### config.mk
export PLATFORM = sky130hd
export DESIGN_NAME = crop_level_governor_flat
export DESIGN_NICKNAME = d
export VERILOG_FILES = /design/src/clg_pkg.sv /design/src/clg_in_if.sv /design/src/clg_out_if.sv /design/src/clg_cfg_regs.sv /design/src/clg_ctrl.sv /design/src/crop_level_governor.sv /design/src/flat_wrapper.sv
export SDC_FILE = /design/constraint.sdc
export NUM_CORES = 1
export LEC_CHECK = 0
export ABC_AREA = 1
export ABC_CLOCK_PERIOD_IN_PS = 19500
export BUFFER_PORTS_ARGS = -buffer_cell sky130_fd_sc_hd__buf_4
export CORE_MARGIN = 1
export CORE_UTILIZATION = 45
export CTS_BUF_LIST = sky130_fd_sc_hd__clkbuf_4 sky130_fd_sc_hd__clkbuf_8 sky130_fd_sc_hd__clkbuf_16
export DETAILED_ROUTE_END_ITERATION = 7
export PLACE_DENSITY = 0.64
export SETUP_SLACK_MARGIN = 0.3
export SYNTH_ARGS = -nofsm -noshare
export SYNTH_HDL_FRONTEND = slang
export SYNTH_SLANG_ARGS = --single-unit
### constraint.sdc
create_clock -name clk -period 19.5 [get_ports clk]
set_input_delay 1.95 -clock clk [delete_from_list [all_inputs] [get_ports clk]]
set_output_delay 1.95 -clock clk [all_outputs]
set_load 0.1 [all_outputs]
### src/clg_pkg.sv
// Shared types, constants and register map of the crop level governor.
package clg_pkg;

  localparam int BUCKET_COUNT_DEF  = 4;
  localparam int COVERAGE_BITS_DEF = 16;

  localparam int FRAME_ID_W   = 32;
  localparam int COV_FIELD_W  = 16;
  localparam int BUCKET_SLOT  = 16;
  localparam int BLEND_W      = 5;
  localparam int DOWN_W       = 5;
  localparam int UP_W         = 8;
  localparam int DWELL_W      = 10;
  localparam int APB_DATA_W   = 64;
  localparam int APB_ADDR_W   = 6;

  localparam logic [DOWN_W-1:0]  DOWN_MIN  = 5'd1;
  localparam logic [DOWN_W-1:0]  DOWN_MAX  = 5'd16;
  localparam logic [UP_W-1:0]    UP_MIN    = 8'd8;
  localparam logic [UP_W-1:0]    UP_MAX    = 8'd240;
  localparam logic [DWELL_W-1:0] DWELL_MIN = 10'd8;
  localparam logic [DWELL_W-1:0] DWELL_MAX = 10'd600;
  localparam logic [BLEND_W-1:0] BLEND_MIN = 5'd2;
  localparam logic [BLEND_W-1:0] BLEND_MAX = 5'd24;

  typedef enum logic [2:0] {
    REG_ENABLE       = 3'd0,
    REG_BUCKET_TABLE = 3'd1,
    REG_MAX_COVERAGE = 3'd2,
    REG_MIN_COVERAGE = 3'd3,
    REG_DOWN_FRAMES  = 3'd4,
    REG_UP_FRAMES    = 3'd5,
    REG_DWELL_FRAMES = 3'd6,
    REG_BLEND_FRAMES = 3'd7
  } reg_idx_t;

  typedef struct packed {
    logic                   enable;
    logic [APB_DATA_W-1:0]  bucket_table;
    logic [COV_FIELD_W-1:0] max_coverage;
    logic [COV_FIELD_W-1:0] min_coverage;
    logic [DOWN_W-1:0]      down_frames;
    logic [UP_W-1:0]        up_frames;
    logic [DWELL_W-1:0]     dwell_frames;
    logic [BLEND_W-1:0]     blend_frames;
    logic                   dirty;
  } cfg_t;

  typedef struct packed {
    logic [FRAME_ID_W-1:0] frame_id;
    logic                  eligible;
    logic                  geometry_ok;
    logic                  eye_tracking_on;
    logic                  allow_down;
    logic                  renderer_moving;
    logic                  renderer_at_max;
    logic                  over_budget;
    logic                  has_headroom;
  } in_item_t;

  typedef struct packed {
    logic                   skipped;
    logic                   running;
    logic                   eye_blocked;
    logic                   geometry_blocked;
    logic [COV_FIELD_W-1:0] active_coverage;
    logic [COV_FIELD_W-1:0] upper_coverage;
    logic [COV_FIELD_W-1:0] lower_coverage;
    logic [BLEND_W-1:0]     blend_position;
    logic [BLEND_W-1:0]     blend_length;
  } out_item_t;

endpackage

### src/clg_in_if.sv
// Input channel: one frame report per beat.
interface clg_in_if;
  import clg_pkg::*;

  logic                  valid;
  logic                  ready;
  logic [FRAME_ID_W-1:0] frame_id;
  logic                  eligible;
  logic                  geometry_ok;
  logic                  eye_tracking_on;
  logic                  allow_down;
  logic                  renderer_moving;
  logic                  renderer_at_max;
  logic                  over_budget;
  logic                  has_headroom;

  modport source (
    output valid, frame_id, eligible, geometry_ok, eye_tracking_on, allow_down,
           renderer_moving, renderer_at_max, over_budget, has_headroom,
    input  ready
  );

  modport sink (
    input  valid, frame_id, eligible, geometry_ok, eye_tracking_on, allow_down,
           renderer_moving, renderer_at_max, over_budget, has_headroom,
    output ready
  );
endinterface

### src/clg_out_if.sv
// Output channel: one level decision per beat.
interface clg_out_if;
  import clg_pkg::*;

  logic                   valid;
  logic                   ready;
  logic                   skipped;
  logic                   running;
  logic                   eye_blocked;
  logic                   geometry_blocked;
  logic [COV_FIELD_W-1:0] active_coverage;
  logic [COV_FIELD_W-1:0] upper_coverage;
  logic [COV_FIELD_W-1:0] lower_coverage;
  logic [BLEND_W-1:0]     blend_position;
  logic [BLEND_W-1:0]     blend_length;

  modport source (
    output valid, skipped, running, eye_blocked, geometry_blocked, active_coverage,
           upper_coverage, lower_coverage, blend_position, blend_length,
    input  ready
  );

  modport sink (
    input  valid, skipped, running, eye_blocked, geometry_blocked, active_coverage,
           upper_coverage, lower_coverage, blend_position, blend_length,
    output ready
  );
endinterface

### src/clg_cfg_regs.sv
// APB register file with write saturation and change tracking.
module clg_cfg_regs (
  input  logic                            clk,
  input  logic                            rst,
  input  logic                            psel,
  input  logic                            penable,
  input  logic                            pwrite,
  input  logic [clg_pkg::APB_ADDR_W-1:0]  paddr,
  input  logic [clg_pkg::APB_DATA_W-1:0]  pwdata,
  output logic [clg_pkg::APB_DATA_W-1:0]  prdata,
  input  logic                            dirty_clear,
  output clg_pkg::cfg_t                   cfg
);
  import clg_pkg::*;

  reg_idx_t            idx;
  logic                wr;
  logic [DOWN_W-1:0]   down_raw, down_sat;
  logic [UP_W-1:0]     up_raw, up_sat;
  logic [DWELL_W-1:0]  dwell_raw, dwell_sat;
  logic [BLEND_W-1:0]  blend_raw, blend_sat;
  logic                dirty_set;

  assign idx = reg_idx_t'(paddr[APB_ADDR_W-1:3]);
  assign wr  = psel & penable & pwrite;

  assign down_raw  = pwdata[DOWN_W-1:0];
  assign up_raw    = pwdata[UP_W-1:0];
  assign dwell_raw = pwdata[DWELL_W-1:0];
  assign blend_raw = pwdata[BLEND_W-1:0];

  assign down_sat  = (down_raw < DOWN_MIN) ? DOWN_MIN :
                     ((down_raw > DOWN_MAX) ? DOWN_MAX : down_raw);
  assign up_sat    = (up_raw < UP_MIN) ? UP_MIN : ((up_raw > UP_MAX) ? UP_MAX : up_raw);
  assign dwell_sat = (dwell_raw < DWELL_MIN) ? DWELL_MIN :
                     ((dwell_raw > DWELL_MAX) ? DWELL_MAX : dwell_raw);
  assign blend_sat = (blend_raw < BLEND_MIN) ? BLEND_MIN :
                     ((blend_raw > BLEND_MAX) ? BLEND_MAX : blend_raw);

  // only the control registers mark a change here; table and bounds are
  // compared at frame time after rounding
  always_comb begin
    dirty_set = 1'b0;
    if (wr) begin
      unique case (idx)
        REG_ENABLE:       dirty_set = (pwdata[0] != cfg.enable);
        REG_DOWN_FRAMES:  dirty_set = (down_sat != cfg.down_frames);
        REG_UP_FRAMES:    dirty_set = (up_sat != cfg.up_frames);
        REG_DWELL_FRAMES: dirty_set = (dwell_sat != cfg.dwell_frames);
        REG_BLEND_FRAMES: dirty_set = (blend_sat != cfg.blend_frames);
        REG_BUCKET_TABLE, REG_MAX_COVERAGE, REG_MIN_COVERAGE: dirty_set = 1'b0;
      endcase
    end
  end

  always_ff @(posedge clk) begin
    if (rst) begin
      cfg.enable       <= 1'b0;
      cfg.bucket_table <= '0;
      cfg.max_coverage <= '0;
      cfg.min_coverage <= '0;
      cfg.down_frames  <= DOWN_MIN;
      cfg.up_frames    <= UP_MIN;
      cfg.dwell_frames <= DWELL_MIN;
      cfg.blend_frames <= BLEND_MIN;
      cfg.dirty        <= 1'b1;
    end else begin
      if (wr) begin
        unique case (idx)
          REG_ENABLE:       cfg.enable       <= pwdata[0];
          REG_BUCKET_TABLE: cfg.bucket_table <= pwdata;
          REG_MAX_COVERAGE: cfg.max_coverage <= pwdata[COV_FIELD_W-1:0];
          REG_MIN_COVERAGE: cfg.min_coverage <= pwdata[COV_FIELD_W-1:0];
          REG_DOWN_FRAMES:  cfg.down_frames  <= down_sat;
          REG_UP_FRAMES:    cfg.up_frames    <= up_sat;
          REG_DWELL_FRAMES: cfg.dwell_frames <= dwell_sat;
          REG_BLEND_FRAMES: cfg.blend_frames <= blend_sat;
        endcase
      end
      // a set wins over a clear
      if (dirty_set) begin
        cfg.dirty <= 1'b1;
      end else if (dirty_clear) begin
        cfg.dirty <= 1'b0;
      end
    end
  end

  always_comb begin
    unique case (idx)
      REG_ENABLE:       prdata = APB_DATA_W'(cfg.enable);
      REG_BUCKET_TABLE: prdata = cfg.bucket_table;
      REG_MAX_COVERAGE: prdata = APB_DATA_W'(cfg.max_coverage);
      REG_MIN_COVERAGE: prdata = APB_DATA_W'(cfg.min_coverage);
      REG_DOWN_FRAMES:  prdata = APB_DATA_W'(cfg.down_frames);
      REG_UP_FRAMES:    prdata = APB_DATA_W'(cfg.up_frames);
      REG_DWELL_FRAMES: prdata = APB_DATA_W'(cfg.dwell_frames);
      REG_BLEND_FRAMES: prdata = APB_DATA_W'(cfg.blend_frames);
    endcase
  end
endmodule

### src/clg_ctrl.sv
// Level decision state and its update for one frame.
module clg_ctrl #(
  parameter int BUCKET_COUNT  = clg_pkg::BUCKET_COUNT_DEF,
  parameter int COVERAGE_BITS = clg_pkg::COVERAGE_BITS_DEF
) (
  input  logic               clk,
  input  logic               rst,
  input  logic               fire,
  input  clg_pkg::in_item_t  item,
  input  clg_pkg::cfg_t      cfg,
  output logic               dirty_clear,
  output clg_pkg::out_item_t result
);
  import clg_pkg::*;

  localparam int IDX_W = (BUCKET_COUNT > 1) ? $clog2(BUCKET_COUNT) : 1;
  localparam logic [IDX_W-1:0] LAST_IDX = IDX_W'(BUCKET_COUNT - 1);

  logic [COVERAGE_BITS-1:0] bkt [BUCKET_COUNT];

  // state
  logic [FRAME_ID_W-1:0]    last_frame,     last_frame_next;
  logic [COVERAGE_BITS-1:0] prev_min,       prev_min_next;
  logic                     is_running,     is_running_next;
  logic [IDX_W-1:0]         level_index,    level_index_next;
  logic [IDX_W-1:0]         upper_index,    upper_index_next;
  logic [IDX_W-1:0]         lower_index,    lower_index_next;
  logic [BLEND_W-1:0]       blend_pos,      blend_pos_next;
  logic [BLEND_W-1:0]       blend_len,      blend_len_next;
  logic [DWELL_W-1:0]       dwell_count,    dwell_count_next;
  logic [DOWN_W-1:0]        overrun_count,  overrun_count_next;
  logic [UP_W-1:0]          headroom_count, headroom_count_next;
  logic [1:0]               blocked_flags,  blocked_flags_next;

  // bucket search
  logic                     max_found, min_found;
  logic [IDX_W-1:0]         max_idx, min_idx, last_eq_idx, lo_idx, upper, lower;
  logic [COVERAGE_BITS-1:0] min_b;
  logic                     is_repeat, changed, geom_blocked, run_ok;

  always_comb begin
    for (int i = 0; i < BUCKET_COUNT; i++) begin
      bkt[i] = cfg.bucket_table[BUCKET_SLOT*i +: COVERAGE_BITS];
    end
  end

  always_comb begin
    max_found   = 1'b0;
    min_found   = 1'b0;
    max_idx     = LAST_IDX;
    min_idx     = LAST_IDX;
    last_eq_idx = LAST_IDX;
    for (int i = BUCKET_COUNT - 1; i >= 0; i--) begin
      if (COV_FIELD_W'(bkt[i]) <= cfg.max_coverage) begin
        max_found = 1'b1;
        max_idx   = IDX_W'(i);
      end
      if (COV_FIELD_W'(bkt[i]) <= cfg.min_coverage) begin
        min_found = 1'b1;
        min_idx   = IDX_W'(i);
      end
      if (bkt[i] == bkt[BUCKET_COUNT-1]) begin
        last_eq_idx = IDX_W'(i);
      end
    end
    upper = max_found ? max_idx : last_eq_idx;
    min_b = min_found ? bkt[min_idx] : bkt[BUCKET_COUNT-1];
  end

  // index of the rounded minimum; always hits since min_b is a bucket
  always_comb begin
    lo_idx = LAST_IDX;
    for (int i = BUCKET_COUNT - 1; i >= 0; i--) begin
      if (bkt[i] <= min_b) begin
        lo_idx = IDX_W'(i);
      end
    end
    lower = (lo_idx > upper) ? lo_idx : upper;
  end

  assign is_repeat    = (item.frame_id == last_frame);
  assign changed      = cfg.dirty || (min_b != prev_min) || (upper != upper_index);
  assign geom_blocked = !item.geometry_ok || (cfg.max_coverage < COV_FIELD_W'(bkt[BUCKET_COUNT-1]));
  assign run_ok       = item.eligible && cfg.enable && !item.eye_tracking_on && !geom_blocked;

  always_comb begin
    last_frame_next     = last_frame;
    prev_min_next       = prev_min;
    is_running_next     = is_running;
    level_index_next    = level_index;
    upper_index_next    = upper_index;
    lower_index_next    = lower_index;
    blend_pos_next      = blend_pos;
    blend_len_next      = blend_len;
    dwell_count_next    = dwell_count;
    overrun_count_next  = overrun_count;
    headroom_count_next = headroom_count;
    blocked_flags_next  = blocked_flags;
    dirty_clear         = 1'b0;

    if (fire && !is_repeat) begin
      last_frame_next    = item.frame_id;
      prev_min_next      = min_b;
      dirty_clear        = 1'b1;
      upper_index_next   = upper;
      lower_index_next   = lower;
      blocked_flags_next = {geom_blocked, item.eye_tracking_on};

      if (!run_ok) begin
        is_running_next     = 1'b0;
        level_index_next    = '0;
        upper_index_next    = '0;
        lower_index_next    = LAST_IDX;
        blend_pos_next      = '0;
        blend_len_next      = '0;
        dwell_count_next    = '0;
        overrun_count_next  = '0;
        headroom_count_next = '0;
      end else begin
        is_running_next = 1'b1;
        if (changed) begin
          level_index_next    = upper;
          blend_pos_next      = '0;
          blend_len_next      = '0;
          dwell_count_next    = '0;
          overrun_count_next  = '0;
          headroom_count_next = '0;
        end
        if (level_index_next < upper) begin
          level_index_next = upper;
        end else if (level_index_next > lower) begin
          level_index_next = lower;
        end

        if (blend_len_next != '0) begin
          if ((BLEND_W+1)'(blend_pos_next) + 1'b1 >= (BLEND_W+1)'(blend_len_next)) begin
            blend_pos_next = '0;
            blend_len_next = '0;
          end else begin
            blend_pos_next = blend_pos_next + 1'b1;
          end
        end

        if (dwell_count_next != '1) begin
          dwell_count_next = dwell_count_next + 1'b1;
        end

        if (item.renderer_moving) begin
          overrun_count_next  = '0;
          headroom_count_next = '0;
        end else begin
          priority if (item.over_budget) begin
            if (overrun_count_next != '1) begin
              overrun_count_next = overrun_count_next + 1'b1;
            end
            headroom_count_next = '0;
          end else if (item.has_headroom) begin
            overrun_count_next = '0;
            if (item.renderer_at_max) begin
              if (headroom_count_next != '1) begin
                headroom_count_next = headroom_count_next + 1'b1;
              end
            end else begin
              headroom_count_next = '0;
            end
          end else begin
            overrun_count_next  = '0;
            headroom_count_next = '0;
          end

          // step down takes precedence over step up
          priority if (dwell_count_next >= cfg.dwell_frames && item.allow_down &&
                       overrun_count_next >= cfg.down_frames && level_index_next < lower) begin
            level_index_next    = level_index_next + 1'b1;
            blend_pos_next      = '0;
            blend_len_next      = cfg.blend_frames;
            dwell_count_next    = '0;
            overrun_count_next  = '0;
            headroom_count_next = '0;
          end else if (dwell_count_next >= cfg.dwell_frames && item.renderer_at_max &&
                       headroom_count_next >= cfg.up_frames && level_index_next > upper) begin
            level_index_next    = level_index_next - 1'b1;
            blend_pos_next      = '0;
            blend_len_next      = cfg.blend_frames;
            dwell_count_next    = '0;
            overrun_count_next  = '0;
            headroom_count_next = '0;
          end else begin
            level_index_next = level_index_next;
          end
        end
      end
    end
  end

  always_comb begin
    result.skipped          = is_repeat;
    result.running          = is_running_next;
    result.eye_blocked      = blocked_flags_next[0];
    result.geometry_blocked = blocked_flags_next[1];
    result.active_coverage  = COV_FIELD_W'(bkt[level_index_next]);
    result.upper_coverage   = COV_FIELD_W'(bkt[upper_index_next]);
    result.lower_coverage   = COV_FIELD_W'(bkt[lower_index_next]);
    result.blend_position   = blend_pos_next;
    result.blend_length     = blend_len_next;
  end

  always_ff @(posedge clk) begin
    if (rst) begin
      last_frame     <= '1;
      prev_min       <= '0;
      is_running     <= 1'b0;
      level_index    <= '0;
      upper_index    <= '0;
      lower_index    <= LAST_IDX;
      blend_pos      <= '0;
      blend_len      <= '0;
      dwell_count    <= '0;
      overrun_count  <= '0;
      headroom_count <= '0;
      blocked_flags  <= '0;
    end else begin
      last_frame     <= last_frame_next;
      prev_min       <= prev_min_next;
      is_running     <= is_running_next;
      level_index    <= level_index_next;
      upper_index    <= upper_index_next;
      lower_index    <= lower_index_next;
      blend_pos      <= blend_pos_next;
      blend_len      <= blend_len_next;
      dwell_count    <= dwell_count_next;
      overrun_count  <= overrun_count_next;
      headroom_count <= headroom_count_next;
      blocked_flags  <= blocked_flags_next;
    end
  end

  a_level_in_bounds: assert property (@(posedge clk) disable iff (rst)
    is_running |-> (level_index >= upper_index && level_index <= lower_index))
    else $error("level outside its bounds while running");

  a_bounds_ordered: assert property (@(posedge clk) disable iff (rst)
    lower_index >= upper_index)
    else $error("lower level above upper level");

  a_blend_pos: assert property (@(posedge clk) disable iff (rst)
    (blend_len != '0) |-> (blend_pos < blend_len))
    else $error("transition position past its length");

  a_idle_cleared: assert property (@(posedge clk) disable iff (rst)
    !is_running |-> (level_index == '0 && blend_len == '0 && dwell_count == '0))
    else $error("decision state not cleared while stopped");

  a_repeat_holds: assert property (@(posedge clk) disable iff (rst)
    (fire && is_repeat) |=> $stable(level_index) && $stable(dwell_count))
    else $error("repeated frame changed the state");
endmodule

### src/crop_level_governor.sv
// Top level of the crop level governor: register file, input and result stages.
//
//  channel | dir | beat / access
//  --------+-----+---------------------------------------------------------
//  in_ch   | in  | one frame report: frame_id plus eight status flags
//  out_ch  | out | one decision: flags, three coverages, transition pos/len
//  apb     | in  | 64-bit registers at 8*index, write at psel&penable&pwrite
//
// A beat goes through two registers, the input stage and then the result
// register. Throughput is one beat per cycle while out_ch is ready; the
// level update is a single pass through a BUCKET_COUNT-entry bucket search
// (four by default) and the counter compares. No clearing pass: everything
// is usable straight after the synchronous reset. A stalled result register
// holds the input stage; an empty input stage takes a beat even then.
module crop_level_governor #(
  parameter int BUCKET_COUNT  = clg_pkg::BUCKET_COUNT_DEF,
  parameter int COVERAGE_BITS = clg_pkg::COVERAGE_BITS_DEF
) (
  input  logic                           clk,
  input  logic                           rst,
  clg_in_if.sink                         in_ch,
  clg_out_if.source                      out_ch,
  input  logic                           psel,
  input  logic                           penable,
  input  logic                           pwrite,
  input  logic [clg_pkg::APB_ADDR_W-1:0] paddr,
  input  logic [clg_pkg::APB_DATA_W-1:0] pwdata,
  output logic [clg_pkg::APB_DATA_W-1:0] prdata,
  output logic                           pready
);
  import clg_pkg::*;

  cfg_t      cfg;
  logic      dirty_clear;

  // input stage
  logic      s1_valid;
  in_item_t  s1_item;
  in_item_t  in_item;
  logic      s1_adv;
  logic      s1_fire;
  logic      in_fire;

  // result stage
  logic      res_valid;
  out_item_t res;
  out_item_t step_result;

  assign pready = 1'b1;

  clg_cfg_regs u_regs (
    .clk         (clk),
    .rst         (rst),
    .psel        (psel),
    .penable     (penable),
    .pwrite      (pwrite),
    .paddr       (paddr),
    .pwdata      (pwdata),
    .prdata      (prdata),
    .dirty_clear (dirty_clear),
    .cfg         (cfg)
  );

  assign in_item.frame_id        = in_ch.frame_id;
  assign in_item.eligible        = in_ch.eligible;
  assign in_item.geometry_ok     = in_ch.geometry_ok;
  assign in_item.eye_tracking_on = in_ch.eye_tracking_on;
  assign in_item.allow_down      = in_ch.allow_down;
  assign in_item.renderer_moving = in_ch.renderer_moving;
  assign in_item.renderer_at_max = in_ch.renderer_at_max;
  assign in_item.over_budget     = in_ch.over_budget;
  assign in_item.has_headroom    = in_ch.has_headroom;

  // the input stage moves on whenever the result register is free or draining
  assign s1_adv      = !res_valid || out_ch.ready;
  assign s1_fire     = s1_valid && s1_adv;
  assign in_ch.ready = !s1_valid || s1_adv;
  assign in_fire     = in_ch.valid && in_ch.ready;

  always_ff @(posedge clk) begin
    if (rst) begin
      s1_valid <= 1'b0;
    end else begin
      s1_valid <= in_fire || (s1_valid && !s1_adv);
    end
  end

  always_ff @(posedge clk) begin
    if (in_fire) begin
      s1_item <= in_item;
    end
  end

  // state update happens on the same edge that loads the result
  clg_ctrl #(
    .BUCKET_COUNT  (BUCKET_COUNT),
    .COVERAGE_BITS (COVERAGE_BITS)
  ) u_ctrl (
    .clk         (clk),
    .rst         (rst),
    .fire        (s1_fire),
    .item        (s1_item),
    .cfg         (cfg),
    .dirty_clear (dirty_clear),
    .result      (step_result)
  );

  always_ff @(posedge clk) begin
    if (rst) begin
      res_valid <= 1'b0;
    end else begin
      res_valid <= s1_fire || (res_valid && !out_ch.ready);
    end
  end

  always_ff @(posedge clk) begin
    if (s1_fire) begin
      res <= step_result;
    end
  end

  assign out_ch.valid            = res_valid;
  assign out_ch.skipped          = res.skipped;
  assign out_ch.running          = res.running;
  assign out_ch.eye_blocked      = res.eye_blocked;
  assign out_ch.geometry_blocked = res.geometry_blocked;
  assign out_ch.active_coverage  = res.active_coverage;
  assign out_ch.upper_coverage   = res.upper_coverage;
  assign out_ch.lower_coverage   = res.lower_coverage;
  assign out_ch.blend_position   = res.blend_position;
  assign out_ch.blend_length     = res.blend_length;

  a_no_overwrite: assert property (@(posedge clk) disable iff (rst)
    (res_valid && !out_ch.ready) |-> !s1_fire)
    else $error("result register overwritten while stalled");

  a_stage_hold: assert property (@(posedge clk) disable iff (rst)
    (s1_valid && !s1_adv) |=> s1_valid)
    else $error("input stage dropped a stalled beat");

  a_result_follows: assert property (@(posedge clk) disable iff (rst)
    s1_fire |=> res_valid)
    else $error("input stage advanced without a result");
endmodule
### src/flat_wrapper.sv
// flat-port wrapper written by rule: the top's interface ports become plain ports
module crop_level_governor_flat import clg_pkg::*;
#(
  parameter int BUCKET_COUNT  = clg_pkg::BUCKET_COUNT_DEF,
  parameter int COVERAGE_BITS = clg_pkg::COVERAGE_BITS_DEF
)
  (clk, rst, psel, penable, pwrite, paddr, pwdata, prdata, pready, in_ch_valid, in_ch_frame_id, in_ch_eligible, in_ch_geometry_ok, in_ch_eye_tracking_on, in_ch_allow_down, in_ch_renderer_moving, in_ch_renderer_at_max, in_ch_over_budget, in_ch_has_headroom, in_ch_ready, out_ch_valid, out_ch_skipped, out_ch_running, out_ch_eye_blocked, out_ch_geometry_blocked, out_ch_active_coverage, out_ch_upper_coverage, out_ch_lower_coverage, out_ch_blend_position, out_ch_blend_length, out_ch_ready);
  clg_in_if in_ch_i ();
  clg_out_if out_ch_i ();
  input  logic clk;
  input  logic rst;
  input  logic psel;
  input  logic penable;
  input  logic pwrite;
  input  logic [clg_pkg::APB_ADDR_W-1:0] paddr;
  input  logic [clg_pkg::APB_DATA_W-1:0] pwdata;
  output logic [clg_pkg::APB_DATA_W-1:0] prdata;
  output logic pready;
  input wire logic [$bits(in_ch_i.valid)-1:0] in_ch_valid;
  input wire logic [$bits(in_ch_i.frame_id)-1:0] in_ch_frame_id;
  input wire logic [$bits(in_ch_i.eligible)-1:0] in_ch_eligible;
  input wire logic [$bits(in_ch_i.geometry_ok)-1:0] in_ch_geometry_ok;
  input wire logic [$bits(in_ch_i.eye_tracking_on)-1:0] in_ch_eye_tracking_on;
  input wire logic [$bits(in_ch_i.allow_down)-1:0] in_ch_allow_down;
  input wire logic [$bits(in_ch_i.renderer_moving)-1:0] in_ch_renderer_moving;
  input wire logic [$bits(in_ch_i.renderer_at_max)-1:0] in_ch_renderer_at_max;
  input wire logic [$bits(in_ch_i.over_budget)-1:0] in_ch_over_budget;
  input wire logic [$bits(in_ch_i.has_headroom)-1:0] in_ch_has_headroom;
  output wire logic [$bits(in_ch_i.ready)-1:0] in_ch_ready;
  output wire logic [$bits(out_ch_i.valid)-1:0] out_ch_valid;
  output wire logic [$bits(out_ch_i.skipped)-1:0] out_ch_skipped;
  output wire logic [$bits(out_ch_i.running)-1:0] out_ch_running;
  output wire logic [$bits(out_ch_i.eye_blocked)-1:0] out_ch_eye_blocked;
  output wire logic [$bits(out_ch_i.geometry_blocked)-1:0] out_ch_geometry_blocked;
  output wire logic [$bits(out_ch_i.active_coverage)-1:0] out_ch_active_coverage;
  output wire logic [$bits(out_ch_i.upper_coverage)-1:0] out_ch_upper_coverage;
  output wire logic [$bits(out_ch_i.lower_coverage)-1:0] out_ch_lower_coverage;
  output wire logic [$bits(out_ch_i.blend_position)-1:0] out_ch_blend_position;
  output wire logic [$bits(out_ch_i.blend_length)-1:0] out_ch_blend_length;
  input wire logic [$bits(out_ch_i.ready)-1:0] out_ch_ready;
  assign in_ch_i.valid = in_ch_valid;
  assign in_ch_i.frame_id = in_ch_frame_id;
  assign in_ch_i.eligible = in_ch_eligible;
  assign in_ch_i.geometry_ok = in_ch_geometry_ok;
  assign in_ch_i.eye_tracking_on = in_ch_eye_tracking_on;
  assign in_ch_i.allow_down = in_ch_allow_down;
  assign in_ch_i.renderer_moving = in_ch_renderer_moving;
  assign in_ch_i.renderer_at_max = in_ch_renderer_at_max;
  assign in_ch_i.over_budget = in_ch_over_budget;
  assign in_ch_i.has_headroom = in_ch_has_headroom;
  assign in_ch_ready = in_ch_i.ready;
  assign out_ch_valid = out_ch_i.valid;
  assign out_ch_skipped = out_ch_i.skipped;
  assign out_ch_running = out_ch_i.running;
  assign out_ch_eye_blocked = out_ch_i.eye_blocked;
  assign out_ch_geometry_blocked = out_ch_i.geometry_blocked;
  assign out_ch_active_coverage = out_ch_i.active_coverage;
  assign out_ch_upper_coverage = out_ch_i.upper_coverage;
  assign out_ch_lower_coverage = out_ch_i.lower_coverage;
  assign out_ch_blend_position = out_ch_i.blend_position;
  assign out_ch_blend_length = out_ch_i.blend_length;
  assign out_ch_i.ready = out_ch_ready;
  crop_level_governor #(.BUCKET_COUNT(BUCKET_COUNT), .COVERAGE_BITS(COVERAGE_BITS)) u_core (.clk(clk), .rst(rst), .in_ch(in_ch_i), .out_ch(out_ch_i), .psel(psel), .penable(penable), .pwrite(pwrite), .paddr(paddr), .pwdata(pwdata), .prdata(prdata), .pready(pready));
endmodule
# Word-level counts from Yosys, hierarchy flattened
# Index checks and enable logic that the tools add are counted.
# word_totals
ff_bits	320
latch_bits	0
ramBits	0
rom_bits	0
output_inout_bits	129
elab_cells	271
mem_count	0
# classes
n_addsub	7
n_mul	0
div_mod_pow	0
magnitude_cmp	33
n_eq_ne	21
n_shift	0
n_mux	122
n_bitwise	6
n_reduce_logical	41
# op_table
operator	n
$pmux 64 s8	1
$mux 5	36
$le 16x16->1	11
$mux 16	9
$bmux 16 s2	4
$mux 8	16
$mux 10	12
$mux 2	27
$eq 16x16->1	3
$eq 32x32->1	1
$lt 16x16->1	1
$mux 1	16
$ne 16x16->1	1
$reduce_and 2->1	8
$logic_and 1x1->1	14
$eq 3x3->1 const B	4
$ge 3x3->1 const B	4
$not 2->3	4
$add 10x1->10 const B	1
$add 5x1->5 const B	2
$ge 10x10->1	1
$gt 10x10->1 const B	1
$gt 5x5->1 const B	2
$lt 10x4->1 const B	1
other kinds (31)	50

# Depth between registers and ports, before layout
# logic_depth
word_depth	35
depth_mapped	60
ltp_nobuf	56

# Hierarchy
# From an unflattened synthesis, not the netlist that was laid out.
# hier_totals
cells_unflattened	3019
hier_area_um2	21697.1
# modules_own_cells
module	n_inst	cells_per_inst	area_each_um2	seq_area_each_um2
clg_ctrl	1	2075	12678.4	1801.7
clg_cfg_regs	1	828	5853.1	2522.4
crop_level_governor	1	116	3165.5	3103.0

# Worst setup path after synthesis
# Ideal clock, no wire load.
# synth_timing
kind	in2reg
from	in out_ch_ready
to	reg u_core.res, in the netlist u_core.out_ch.lower_coverage[12], data pin
setup_time_ns	0.274
arrival_time_ns	7.417
t_required_ns	19.226
slack_ns	11.809
stages	12
n_path_buf	2
path_cell_list	inv_1 a21oi_1 nand2_1 clkinv_1 nand2_1 or2_2 nand2_1 inv_1 clkbuf_1 clkbuf_1 o21ai_0 o22ai_1
# synth_rtl
item	line	source
start, declared	flat_wrapper.sv:40	input wire logic [$bits(out_ch_i.ready)-1:0] out_ch_ready;
end signal, assigned	crop_level_governor.sv:118	res <= step_result;
end, declared	crop_level_governor.sv:46	out_item_t res;

==> flow_metrics.env <==
export IMPL_status="completed"
export IMPL_rsz0062_at_grt="no"
export IMPL_synthCells=2889
export IMPL_clock_sinks=320
export IMPL_rows=78
export IMPL_grt_pass1_wl_mm=115
export IMPL_p_per_area_mw_per_mm2=75.9
export IMPL_finalSetupTns_ns=0
export IMPL_worstSetupPathType="reg2reg"
export IMPL_multi_input_area_mm2=0.0119
export IMPL_power_leakage_nw=11.2
export IMPL_grt_usage=0.316
export IMPL_die_area_mm2=0.0475
export IMPL_postSynthAreaPerCell_um2=7.26
export IMPL_p_comb_frac=0.207
export IMPL_core_area_mm2=0.0457
export IMPL_netlist_area_leader_share=0.208
export IMPL_synth_edf_count=102
export IMPL_seqPwrFrac=0.388
export IMPL_seqCellArea_mm2=0.00743
export IMPL_fin_skew_ns=0.0261
export IMPL_die_w_um=218
export IMPL_h_tree_depth=2
export IMPL_start_kind="register"
export IMPL_min_path_type="reg2reg"
export IMPL_viasPerCell=5.71
export IMPL_start_util=0.459
export IMPL_async_reset_ff_frac=0
export IMPL_syn_nets=3208
export IMPL_min_period_ns=10.11
export IMPL_cap_violations=0
export IMPL_postCtsHoldBufs=0
export IMPL_clock_latency_ns=0.59
export IMPL_timing_hold_ws_ns=0.465
export IMPL_hold_violations=0
export IMPL_num_io_pins=246
export IMPL_antenna_found_initial=0
export IMPL_numCtsBuffers=38
export IMPL_vias=21300
export IMPL_yosys_warnings=0
export IMPL_fin_nets=3406
export IMPL_fmax_mhz=99.0
export IMPL_max_slew_margin=0.295
export IMPL_power_mw=1.87
export IMPL_ir_drop_v=0.0000793
export IMPL_die_y_um=218
export IMPL_cts_tree="done"
export IMPL_finalSetupViolations=0
export IMPL_power_internal_mw=1.28
export IMPL_overflow=0
export IMPL_clockBufferDepth=3
export IMPL_p_switching_mw=0.594
export IMPL_postCtsResizedCells=0
export IMPL_path_buf_inv=4
export IMPL_port_buffers=241
export IMPL_crit_top_cell="nand2_1"
export IMPL_n_fill_cell=4357
export IMPL_reg2reg_slack_ns=9.39
export IMPL_slew_violations=0
export IMPL_crit_fanout=34
export IMPL_design_area_mm2=0.0246
export IMPL_wirelength_mm=76.2
export IMPL_grt_max_degree=87
export IMPL_drt_pass1_iter_count=6
export IMPL_ant_nets=0
export IMPL_syn2layout_area_growth_pct=17.5
export IMPL_drive_above_1_share=0.125
export IMPL_cts_reportedPaths_clkPinSlew_ns=0.06
export IMPL_place_hpwl_mm=55.6
export IMPL_fin_crit_sh=0.518
export IMPL_ys_flop_type="dfxtp_1"
export IMPL_clkPwrFrac=0.404
export IMPL_crit_family="simple AND/OR/NAND/NOR gates"
export IMPL_placed_cell_area_mm2=0.0233
export IMPL_ctsRootBufferMaster="clkbuf_16"
export IMPL_synthTopCellsByArea="dfxtp_1 21%, edfxtp_1 15%, ha_1 12%, nand2_1 12%, o21ai_0 6.6%"
export IMPL_cp_end_kind="register"
export IMPL_synth_common_cells="664 x nand2_1, 296 x inv_1, 278 x o21ai_0"
export IMPL_worstPathRequired_ns=19.74
export IMPL_synthMostInstantiatedCell="nand2_1"
export IMPL_post_synth_top_area_cell="dfxtp_1"
export IMPL_arrival_ns=10.35
export IMPL_tightest_slew_ns=1.06
export IMPL_wl_per_cell_um=20.5
export IMPL_syn_area_mm2=0.0210
export IMPL_gp_congestion=0.987
export IMPL_grt_pass1_vias=19800
export IMPL_critPathMaxStageDelay_ns=0.57
export IMPL_postCtsSetupRepairBufs=0
export IMPL_drt_iter0_markers=2106
export IMPL_cp_slowest_cell="dfxtp_1"
export IMPL_drc=0
export IMPL_ys_seq_area_frac=0.354
export IMPL_swShare=0.318
export IMPL_ys_types=53
export IMPL_ys_seq_elements=320
-- power groups by stage --
stage               clock [mW]  combinational, mW  sequential (mW)
global placement             0              0.372            0.740
global route             0.796              0.426            0.728
CTS                      0.769              0.384            0.726
finish                   0.757              0.388            0.727
floorplan                    0              0.233            0.774
detailed placement           0              0.383            0.740
-- cells in the final DEF, fill, tap and decap left out, types with 5 or more instances in the layout --
cell type,netlist,layout
nand3b_1,12,12
bufinv_16,0,5
xor2_1,21,21
o21a_1,12,12
clkbuf_4,0,9
a31oi_1,5,5
ha_1,202,202
nand4_1,25,25
inv_1,296,294
edfxtp_1,102,102
nand2_1,664,663
nor3_1,21,21
nor2_1,253,253
buf_4,3,275
nand2_4,5,5
inv_2,5,7
dfxtp_1,218,218
o21ai_0,278,278
or2_2,13,13
clkbuf_16,0,38
a22oi_1,11,11
a21oi_1,276,275
o211ai_1,21,21
xnor2_1,49,49
nand3_1,156,156
o2111ai_1,8,8
clkinv_1,4,5
a221oi_1,10,10
nand2_2,9,10
o22ai_1,46,46
a211oi_1,6,6
nor4_1,11,11
clkinv_2,0,7
-- cells by family (layout without fill, tap and decap cells) --
kind of cell / Yosys count / after routing / synth area share
AOI/OAI and AO/OA: 692 / 692 / 0.180
and+or+nand+nor: 1181 / 1181 / 0.237
buffers and inverters: 422 / 650 / 0.0781
adders and majority gates: 202 / 202 / 0.120
muxes: 1 / 1 / 0.000477
xor gates and xnor gates: 70 / 70 / 0.0292
DFF: 320 / 320 / 0.354
other: 1 / 4 / 0.000179
-- worst min-delay path: cells and delay by family (launching register included) --
family | cells | cell delay, ns
compound gates | 1 | 0.05
flops | 1 | 0.31
simple gates | 1 | 0.06
-- state kept, by name (all words and copies together), names as in the netlist, 5 cells and up --
register / flops
u_core.u_ctrl.blend_len: 5
u_core.u_ctrl.overrun_count: 5
u_core.out_ch.lower_coverage: 16
u_core.u_ctrl.prev_min: 16
u_core.u_regs.cfg: 126
u_core.out_ch.blend_position: 5
u_core.out_ch.blend_length: 5
u_core.u_ctrl.headroom_count: 8
u_core.s1_item: 40
u_core.u_ctrl.blend_pos: 5
u_core.u_ctrl.last_frame: 32
u_core.out_ch.upper_coverage: 16
u_core.out_ch.active_coverage: 16
u_core.u_ctrl.dwell_count: 10
-- worst paths after layout --
| kind | startpoint | end | cells past startpoint |
|---|---|---|---|
| hold reg to reg | u_core.u_ctrl.overrun_count[4] | u_core.u_ctrl.overrun_count[4] | 2 |
| hold / removal | u_core.u_ctrl.overrun_count[4] | u_core.u_ctrl.overrun_count[4] | 2 |
| setup / recovery | u_core.u_regs.cfg[77] | u_core.out_ch.active_coverage[12] | 52 |
| setup reg to reg | u_core.u_regs.cfg[77] | u_core.out_ch.active_coverage[12] | 52 |
-- metrics by stage --
step	util	instances	worst slack, ns
after floorplan	-	2889	11.81
after global placement	0.510	3647	10.0
after detailed placement	0.510	3647	9.79
after CTS	0.539	3717	9.72
after global routing	0.539	3717	8.72
final	0.540	3720	9.39
-- area by class of cell --
type | instances | area share
Antenna cell | 3 | 0.000305
Clock buffer | 48 | 0.0419
Clock inverter | 22 | 0.0120
Inverter | 305 | 0.0466
Multi-Input combinational cell | 2147 | 0.484
Sequential cell | 320 | 0.301
Tap cell | 600 | 0.0305
Timing Repair Buffer | 275 | 0.0838
-- metal layers --
layer  vias to the layer above  wire [µm]  GRT usage
met4                         0       4710      0.189
li1                      10200          -          -
met3                       201       6120     0.0430
met2                       988      33000      0.485
met5                         -          0          0
met1                      9908      32400      0.423
No activity file was read; power rests on OpenSTA's default activity.
